File: config.mk
export PLATFORM = sky130hd
export DESIGN_NAME = cubic_interpolation_resampler
export DESIGN_NICKNAME = d
export VERILOG_FILES = /design/src/hdl/cir_pkg.sv /design/src/hdl/cubic_interpolation_resampler.sv /design/src/hdl/cir_queue.sv /design/src/hdl/cir_engine.sv
export SDC_FILE = /design/constraint.sdc
export NUM_CORES = 2
export LEC_CHECK = 0
export BUFFER_PORTS_ARGS = -buffer_cell sky130_fd_sc_hd__buf_2
export CAP_MARGIN = 25
export CORE_ASPECT_RATIO = 1.4
export CORE_UTILIZATION = 60
export DETAILED_ROUTE_END_ITERATION = 10
export MAX_ROUTING_LAYER = met4
export PLACE_DENSITY = 0.84
export SKIP_CTS_REPAIR_TIMING = 1
export SYNTH_ARGS = -nofsm -noshare
export SYNTH_HDL_FRONTEND = slang
export SYNTH_SLANG_ARGS = --single-unit
File: constraint.sdc
create_clock -name i_clk -period 12.8 [get_ports i_clk]
set_clock_uncertainty 0.05 [all_clocks]
set_input_delay 1.92 -clock i_clk [delete_from_list [all_inputs] [get_ports i_clk]]
set_output_delay 1.92 -clock i_clk [all_outputs]
set_load 0.03 [all_outputs]
File: src/hdl/cir_pkg.sv
// ============================================================================
// cir_pkg
// Shared widths, constants and types of the cubic interpolation resampler.
// ============================================================================
package cir_pkg;

    localparam int SAMPLE_WIDTH = 16;
    localparam int FRAC_BITS    = 16;
    localparam int RATIO_WIDTH  = 21;

    // phase carries one extra bit while a run adds the ratio on top of one
    localparam int PHASE_W      = RATIO_WIDTH + 1;
    localparam int MAX_RUN      = 64;
    localparam int RUN_W        = $clog2(MAX_RUN + 1);

    // cubic coefficients: sums of up to four samples
    localparam int COEF_W       = SAMPLE_WIDTH + 3;
    localparam int ACC_W        = COEF_W + FRAC_BITS + 5;
    localparam int FACT_W       = FRAC_BITS + 2;
    localparam int PROD_W       = ACC_W + FACT_W;
    localparam int HI_W         = ACC_W - FRAC_BITS;

    localparam longint ONE_Q    = longint'(1) << FRAC_BITS;
    localparam longint HALF_Q   = longint'(1) << (FRAC_BITS - 1);
    localparam longint SAT_MAX  = (longint'(1) << (SAMPLE_WIDTH - 1)) - 1;
    localparam longint SAT_MIN  = -SAT_MAX - 1;

    localparam int QUEUE_DEPTH  = 2;
    localparam int QPTR_W       = $clog2(QUEUE_DEPTH);
    localparam int QCNT_W       = $clog2(QUEUE_DEPTH + 1);

    typedef logic signed [SAMPLE_WIDTH-1:0] t_sample;
    typedef logic        [RATIO_WIDTH-1:0]  t_ratio;
    typedef logic        [PHASE_W-1:0]      t_phase;
    typedef logic signed [COEF_W-1:0]       t_coef;
    typedef logic signed [ACC_W-1:0]        t_acc;
    typedef logic signed [PROD_W-1:0]       t_prod;

    localparam t_ratio RATIO_RESET = t_ratio'(ONE_Q);

    // head of the sample queue as seen by the back end
    typedef struct packed {
        logic    valid;
        t_sample data;
    } t_q_rd;

endpackage

File: src/hdl/cubic_interpolation_resampler.sv
// ============================================================================
// cubic_interpolation_resampler
// Cubic (Horner form) sample rate converter with a fixed-point phase.
// ============================================================================
//  channel   direction  handshake                  payload
//  input     in         i_in_valid / o_in_stall    i_in_sample
//  output    out        o_out_valid / i_out_stall  o_out_sample, o_last_of_run
//  config    in         i_cfg_wr_en                i_cfg_wr_data (step ratio)
//
//  each input sample is shifted into the history, turned into coefficients and yields
//  n results (0..64); each result takes three passes through the single multiplier
//  plus rounding and the phase test; a two-entry queue takes samples meanwhile
//  sync reset clears history, phase, queue and the ratio (back to 1.0)
//  a stalled output holds the engine at its rounding step, input stalls when
//  the queue is full
// ============================================================================
module cubic_interpolation_resampler (
    input  logic             i_clk,
    input  logic             i_rst_n,
    input  logic             i_in_valid,
    output logic             o_in_stall,
    input  cir_pkg::t_sample i_in_sample,
    output logic             o_out_valid,
    input  logic             i_out_stall,
    output cir_pkg::t_sample o_out_sample,
    output logic             o_last_of_run,
    input  logic             i_cfg_wr_en,
    input  cir_pkg::t_ratio  i_cfg_wr_data
);
    import cir_pkg::*;

    t_ratio  r_step_ratio;
    logic    w_q_full;
    logic    w_q_pop;
    t_q_rd   w_q_rd;

    always_ff @(posedge i_clk) begin
        if (!i_rst_n) begin
            r_step_ratio <= RATIO_RESET;
        end else if (i_cfg_wr_en) begin
            r_step_ratio <= i_cfg_wr_data;
        end
    end

    assign o_in_stall = w_q_full;

    cir_queue u_queue (
        .i_clk   (i_clk),
        .i_rst_n (i_rst_n),
        .i_push  (i_in_valid),
        .i_data  (i_in_sample),
        .o_full  (w_q_full),
        .i_pop   (w_q_pop),
        .o_rd    (w_q_rd)
    );

    cir_engine u_engine (
        .i_clk         (i_clk),
        .i_rst_n       (i_rst_n),
        .i_q           (w_q_rd),
        .o_q_pop       (w_q_pop),
        .i_step_ratio  (r_step_ratio),
        .o_out_valid   (o_out_valid),
        .i_out_stall   (i_out_stall),
        .o_out_sample  (o_out_sample),
        .o_last_of_run (o_last_of_run)
    );

endmodule

File: src/hdl/cir_queue.sv
// ============================================================================
// cir_queue
// Short sample queue between the accepting front end and the cubic engine.
// ============================================================================
module cir_queue (
    input  logic            i_clk,
    input  logic            i_rst_n,
    input  logic            i_push,
    input  cir_pkg::t_sample i_data,
    output logic            o_full,
    input  logic            i_pop,
    output cir_pkg::t_q_rd  o_rd
);
    import cir_pkg::*;

    t_sample             r_mem [QUEUE_DEPTH];
    logic [QPTR_W-1:0]   r_wr_ptr;
    logic [QPTR_W-1:0]   r_rd_ptr;
    logic [QCNT_W-1:0]   r_count;

    logic                w_push;
    logic                w_pop;

    assign o_full     = (r_count == QCNT_W'(QUEUE_DEPTH));
    assign w_push     = i_push && !o_full;
    assign w_pop      = i_pop && (r_count != '0);
    assign o_rd.valid = (r_count != '0);
    assign o_rd.data  = r_mem[r_rd_ptr];

    always_ff @(posedge i_clk) begin
        if (w_push) begin
            r_mem[r_wr_ptr] <= i_data;
        end
    end

    always_ff @(posedge i_clk) begin
        if (!i_rst_n) begin
            r_wr_ptr <= '0;
            r_rd_ptr <= '0;
            r_count  <= '0;
        end else begin
            if (w_push) begin
                r_wr_ptr <= r_wr_ptr + QPTR_W'(1);
            end
            if (w_pop) begin
                r_rd_ptr <= r_rd_ptr + QPTR_W'(1);
            end
            if (w_push && !w_pop) begin
                r_count <= r_count + QCNT_W'(1);
            end else if (w_pop && !w_push) begin
                r_count <= r_count - QCNT_W'(1);
            end
        end
    end

endmodule

File: src/hdl/cir_engine.sv
// ============================================================================
// cir_engine
// Back end: history, phase loop and a Horner sequencer around one multiplier.
// ============================================================================
module cir_engine (
    input  logic             i_clk,
    input  logic             i_rst_n,
    input  cir_pkg::t_q_rd   i_q,
    output logic             o_q_pop,
    input  cir_pkg::t_ratio  i_step_ratio,
    output logic             o_out_valid,
    input  logic             i_out_stall,
    output cir_pkg::t_sample o_out_sample,
    output logic             o_last_of_run
);
    import cir_pkg::*;

    typedef enum logic [2:0] {
        ST_IDLE,
        ST_COEF,
        ST_CHECK,
        ST_MUL,
        ST_ADD,
        ST_ROUND
    } t_state;

    t_state             r_state;
    t_sample            r_hist [4];
    t_coef              r_coef [4];
    t_acc               r_acc;
    t_prod              r_prod;
    logic [1:0]         r_k;
    t_phase             r_phase;
    logic [RUN_W-1:0]   r_run;
    logic               r_out_valid;
    t_sample            r_out_sample;
    logic               r_last;

    t_coef              w_h [4];
    t_coef              w_a;
    t_coef              w_b;
    t_coef              w_c;
    logic signed [FACT_W-1:0] w_f;
    t_prod              n_prod;
    t_prod              w_prod_shift;
    logic [1:0]         w_idx;
    t_acc               n_acc_add;
    t_acc               w_rnd;
    logic signed [HI_W-1:0] w_hi;
    t_sample            n_out_sample;
    t_phase             n_phase_add;
    t_phase             w_phase_sub;
    logic               w_run_go;
    logic               w_last;
    logic               w_out_free;

    always_comb begin
        for (int i = 0; i < 4; i++) begin
            w_h[i] = COEF_W'(r_hist[i]);
        end
    end

    assign w_a = w_h[3] - w_h[2] - w_h[0] + w_h[1];
    assign w_b = w_h[0] - w_h[1] - w_a;
    assign w_c = w_h[2] - w_h[0];

    // phase never exceeds one while an evaluation runs
    assign w_f    = $signed({1'b0, r_phase[FRAC_BITS:0]});
    assign n_prod = r_acc * w_f;

    // round(acc * f / one), half up, then add the next coefficient
    assign w_prod_shift = (r_prod + $signed(PROD_W'(HALF_Q))) >>> FRAC_BITS;
    assign w_idx        = r_k + 2'd1;
    assign n_acc_add    = $signed(w_prod_shift[ACC_W-1:0])
                        + (t_acc'(r_coef[w_idx]) <<< FRAC_BITS);

    assign w_rnd = (r_acc + $signed(ACC_W'(HALF_Q))) >>> FRAC_BITS;
    assign w_hi  = $signed(w_rnd[HI_W-1:0]);

    always_comb begin
        if (w_hi > $signed(HI_W'(SAT_MAX))) begin
            n_out_sample = t_sample'(SAT_MAX);
        end else if (w_hi < $signed(HI_W'(SAT_MIN))) begin
            n_out_sample = t_sample'(SAT_MIN);
        end else begin
            n_out_sample = w_hi[SAMPLE_WIDTH-1:0];
        end
    end

    assign n_phase_add = r_phase + PHASE_W'(i_step_ratio);
    assign w_phase_sub = r_phase - PHASE_W'(ONE_Q);
    assign w_run_go    = (r_phase <= PHASE_W'(ONE_Q)) && (r_run < RUN_W'(MAX_RUN));
    assign w_last      = (n_phase_add > PHASE_W'(ONE_Q))
                      || (r_run == RUN_W'(MAX_RUN - 1));
    assign w_out_free  = !r_out_valid || !i_out_stall;

    assign o_q_pop       = (r_state == ST_IDLE) && i_q.valid;
    assign o_out_valid   = r_out_valid;
    assign o_out_sample  = r_out_sample;
    assign o_last_of_run = r_last;

    always_ff @(posedge i_clk) begin
        if (!i_rst_n) begin
            r_state     <= ST_IDLE;
            r_phase     <= '0;
            r_run       <= '0;
            r_k         <= '0;
            r_out_valid <= 1'b0;
            for (int i = 0; i < 4; i++) begin
                r_hist[i] <= '0;
            end
        end else begin
            if ((r_state == ST_ROUND) && w_out_free) begin
                r_out_valid <= 1'b1;
            end else if (!i_out_stall) begin
                r_out_valid <= 1'b0;
            end
            case (r_state)
                ST_IDLE: begin
                    if (i_q.valid) begin
                        r_hist[0] <= r_hist[1];
                        r_hist[1] <= r_hist[2];
                        r_hist[2] <= r_hist[3];
                        r_hist[3] <= i_q.data;
                        r_state   <= ST_COEF;
                    end
                end
                ST_COEF: begin
                    r_coef[0] <= w_a;
                    r_coef[1] <= w_b;
                    r_coef[2] <= w_c;
                    r_coef[3] <= w_h[1];
                    r_run     <= '0;
                    r_state   <= ST_CHECK;
                end
                ST_CHECK: begin
                    if (w_run_go) begin
                        r_acc   <= t_acc'(r_coef[0]) <<< FRAC_BITS;
                        r_k     <= '0;
                        r_state <= ST_MUL;
                    end else begin
                        // take one off the phase, floor at zero
                        if (r_phase >= PHASE_W'(ONE_Q)) begin
                            r_phase <= PHASE_W'(w_phase_sub[RATIO_WIDTH-1:0]);
                        end else begin
                            r_phase <= '0;
                        end
                        r_state <= ST_IDLE;
                    end
                end
                ST_MUL: begin
                    r_prod  <= n_prod;
                    r_state <= ST_ADD;
                end
                ST_ADD: begin
                    r_acc <= n_acc_add;
                    r_k   <= r_k + 2'd1;
                    if (r_k == 2'd2) begin
                        r_state <= ST_ROUND;
                    end else begin
                        r_state <= ST_MUL;
                    end
                end
                ST_ROUND: begin
                    if (w_out_free) begin
                        r_out_sample <= n_out_sample;
                        r_last       <= w_last;
                        r_phase      <= n_phase_add;
                        r_run        <= r_run + RUN_W'(1);
                        r_state      <= ST_CHECK;
                    end
                end
                default: begin
                    r_state <= ST_IDLE;
                end
            endcase
        end
    end

endmodule

==> results.toml <==
[status]
status = "completed"

[sta]
finalSetupTns_ns = 0
setup_viol = 0
period_needed_ns = 7.89
grt_setup_unrepaired = "no"
slew_viol_final = 0
finalCritPeriodShare_pct = 61.6
hold_violations = 0
fmax_mhz = 127
worst_pin_slew_ns = 1.19
whs_ns = 0.446
relSlewSlack_pct = 20.8

[power]
p_comb_share_pct = 71.1
p_sw_share_pct = 48.3
p_per_area_mw_per_mm2 = 271
p_int_mw = 6.13
clock_power_share_pct = 9.8
switchingPower_mw = 5.73
p_seq_share_pct = 19.1
vdd_drop_max_mv = 0.397
p_leak_nw = 20.8

[detailed_routing]
drt_iter0_markers = 1839
routed_wl_microns = 110000
drc = 0
vias = 30585
wl_per_cell_microns = 21.0
postRouteAntennaNets = 0
firstDrtPassIters = 8
viasPerCell = 5.87

[synth]
async_flop_share_pct = 0
avgSynthCellArea_sq_um = 9.63
netlist_area_sq_mm = 0.0414
synth_edf_count = 265
synth_cell_types = 78
syn_inst = 4299
yosysWarnings = 0
ys_seq_area_share_pct = 22.2
synth-seq-cells = 326
syn_nets = 5269
ys.flop_type = "edfxtp_1"

[die]
core_area_sq_mm = 0.0680
chipWidth_microns = 224
rows = 113
initial_core_util_pct = 60.8
dieHeight_microns = 313
io_pins = 61
fp.dieArea_sq_mm = 0.0700

[clock_network]
clk_pin_slew_ns = 0.07
clk-insertion-delay-late_ns = 0.63
htree_levels = 2
clkSinkCount = 326
cts_tree = "built"
cts_buffers = 37
cts-root-buf = "clkbuf_16"
cts_buffer_depth = 3

[place]
hpwl_microns = 82700
gp_congestion = 0.992
io_buffers = 60
dp.cells = 5139

[global_routing]
grt_max_degree = 80
track_usage_pct = 33.9
grt_pass1_wl_microns = 175000
grt_pass1_vias = 33866
grt.overflow.total = 0
antenna_found_initial = 1

[critical_path]
startpoint = "u_engine.r_phase[1]$_SDFFE_PN0P_"
crit_required_ns = 13.08
start_kind = "flip-flop"
arrival_ns = 8.17
cp-end-kind = "flip-flop"
path_class = "reg2reg"
critical_path_peak_fanout = 30
rr_startpoint = "u_engine.r_phase[1]$_SDFFE_PN0P_"

[min_path]
min_path_type = "reg2reg"
min_from = "u_engine.r_hist[0][20]$_SDFFCE_PN0P_"

[layout]
drive_above_1_share_pct = 4.90
final_nets = 5231
utilization_pct = 64.4
layout.cells.non_filler = 5211
area_delta_synth_final_pct = 5.87

[run]
maxCapViolations = 0
[layout make-up]
type / count / area [sq um]
well taps: 920 / 1150
multi-input cells: 2960 / 28400
clock inverters: 27 / 325
diodes: 1 / 2.50
fillers: 5209 / 24200
clock buffers: 41 / 941
inverters: 831 / 3120
repair buffers: 105 / 669
flip-flops and latches: 326 / 9180
[sequential cells by signal, summed over array words and instances, names as in the netlist, named ones only]
signal,count
u_queue.r_mem,32
u_engine.r_run,7
u_engine.r_state,3
u_engine.r_prod,41
u_queue.r_wr_ptr,1
u_engine.o_last_of_run,1
u_engine.r_hist,64
u_engine.r_coef,71
u_queue.r_rd_ptr,1
u_engine.o_out_valid,1
u_queue.r_count,2
u_engine.r_acc,40
r_step_ratio,21
u_engine.o_out_sample,16
u_engine.r_k,2
u_engine.r_phase,22
[power groups by stage]
stage | Combinational [mW] | Sequential, mW | Clock [mW]
finish | 8.43 | 2.26 | 1.16
floorplan | 6.47 | 2.10 | 0
detailed placement | 8.23 | 2.27 | 0
global route | 9.36 | 2.28 | 1.21
global placement | 7.86 | 2.25 | 0
CTS | 8.33 | 2.25 | 1.17
[synth_stat cells, drive strengths merged, types with 8 or more instances]
cell	number	area share [%]
and3	41	0.62
nand2b	19	0.29
a21o	47	0.85
o21a	25	0.45
a31oi	15	0.23
mux4	19	1.0
dfxtp	61	3.0
a211oi	14	0.28
or2	8	0.12
or3	16	0.24
nor2	194	1.8
o41ai	9	0.21
a21boi	12	0.22
nand3	49	0.59
nor3	48	0.59
nand2	526	4.8
and2	297	4.5
ha	279	8.4
a21oi	139	1.7
a22oi	13	0.24
edfxtp	265	19
xnor2	117	2.5
nor2b	50	0.76
inv	831	7.5
fa	649	31
xor2	94	2.0
nor4	10	0.15
buf	16	0.15
nand4	25	0.38
clkbuf	166	1.5
mux2i	39	0.94
o21bai	20	0.36
o21ai	100	1.2
[worst max-delay path, stage by stage (launching register included)]
cell	delay [ns]
dfxtp_1	0.70
buf_4	0.53
nand2_1	0.18
inv_1	0.13
fa_1	0.56
fa_1	0.93
inv_1	0.24
fa_1	0.54
inv_1	0.06
fa_1	0.55
inv_1	0.06
fa_1	0.56
inv_1	0.07
ha_1	0.38
a21o_1	0.19
a21oi_1	0.20
or4b_2	0.61
a2111oi_0	0.53
o31ai_1	0.21
a21oi_1	0.21
xnor2_1	0.10
[per-stage QoR]
stage,total power [mW],instance area (sq um),worst slack (ns)
finish,11.9,43800,4.91
global route,12.8,43800,4.42
CTS,11.7,43800,4.97
detailed placement,10.5,42500,5.00
global placement,10.1,42500,5.21
floorplan,8.56,41400,6.08
[per-layer routing]
metal	track usage (%)	vias to the layer above	wire (microns)
met5	-	-	0
met4	27.5	0	10600
met3	6.81	605	8060
met2	59.1	1389	56900
met1	32.1	15182	34000
li1	-	13409	-
[logic make-up (layout without fill, tap and decap cells)]
| kind of cell | count (synthesis) | count (layout) | share of synthesized area (%) |
|---|---|---|---|
| adders and majority gates | 928 | 928 | 39.8 |
| other | 0 | 1 | 0 |
| DFF | 326 | 326 | 22.2 |
| and+or+nand+nor | 1308 | 1308 | 15.3 |
| buffers and inverters | 1013 | 1004 | 9.20 |
| xor gates and xnor gates | 211 | 211 | 4.47 |
| AOI/OAI and AO/OA | 454 | 454 | 7.04 |
| muxes | 59 | 59 | 2.00 |
[layout by cell type, fill, tap and decap left out, drive strengths merged, types with 49 or more instances in the layout]
| cell | synthesis | final |
|---|---|---|
| dfxtp | 61 | 61 |
| ha | 279 | 279 |
| xnor2 | 117 | 117 |
| edfxtp | 265 | 265 |
| nand2 | 526 | 526 |
| xor2 | 94 | 94 |
| a21oi | 139 | 139 |
| fa | 649 | 649 |
| o21ai | 100 | 100 |
| buf | 16 | 105 |
| nand3 | 49 | 49 |
| nor2b | 50 | 50 |
| nor2 | 194 | 194 |
| and2 | 297 | 297 |
| inv | 831 | 838 |
[path summary, 6_finish.rpt]
kind,slack (ns),cells past startpoint,to
max reg2reg,4.91,20,u_engine.r_prod[49]$_DFFE_PP_
min reg2reg,0.45,0,u_engine.r_coef[3][4]$_DFFE_PP_
max,4.91,20,u_engine.r_prod[49]$_DFFE_PP_
min,0.45,0,u_engine.r_coef[3][4]$_DFFE_PP_
Power figures use the tool's default switching activity.
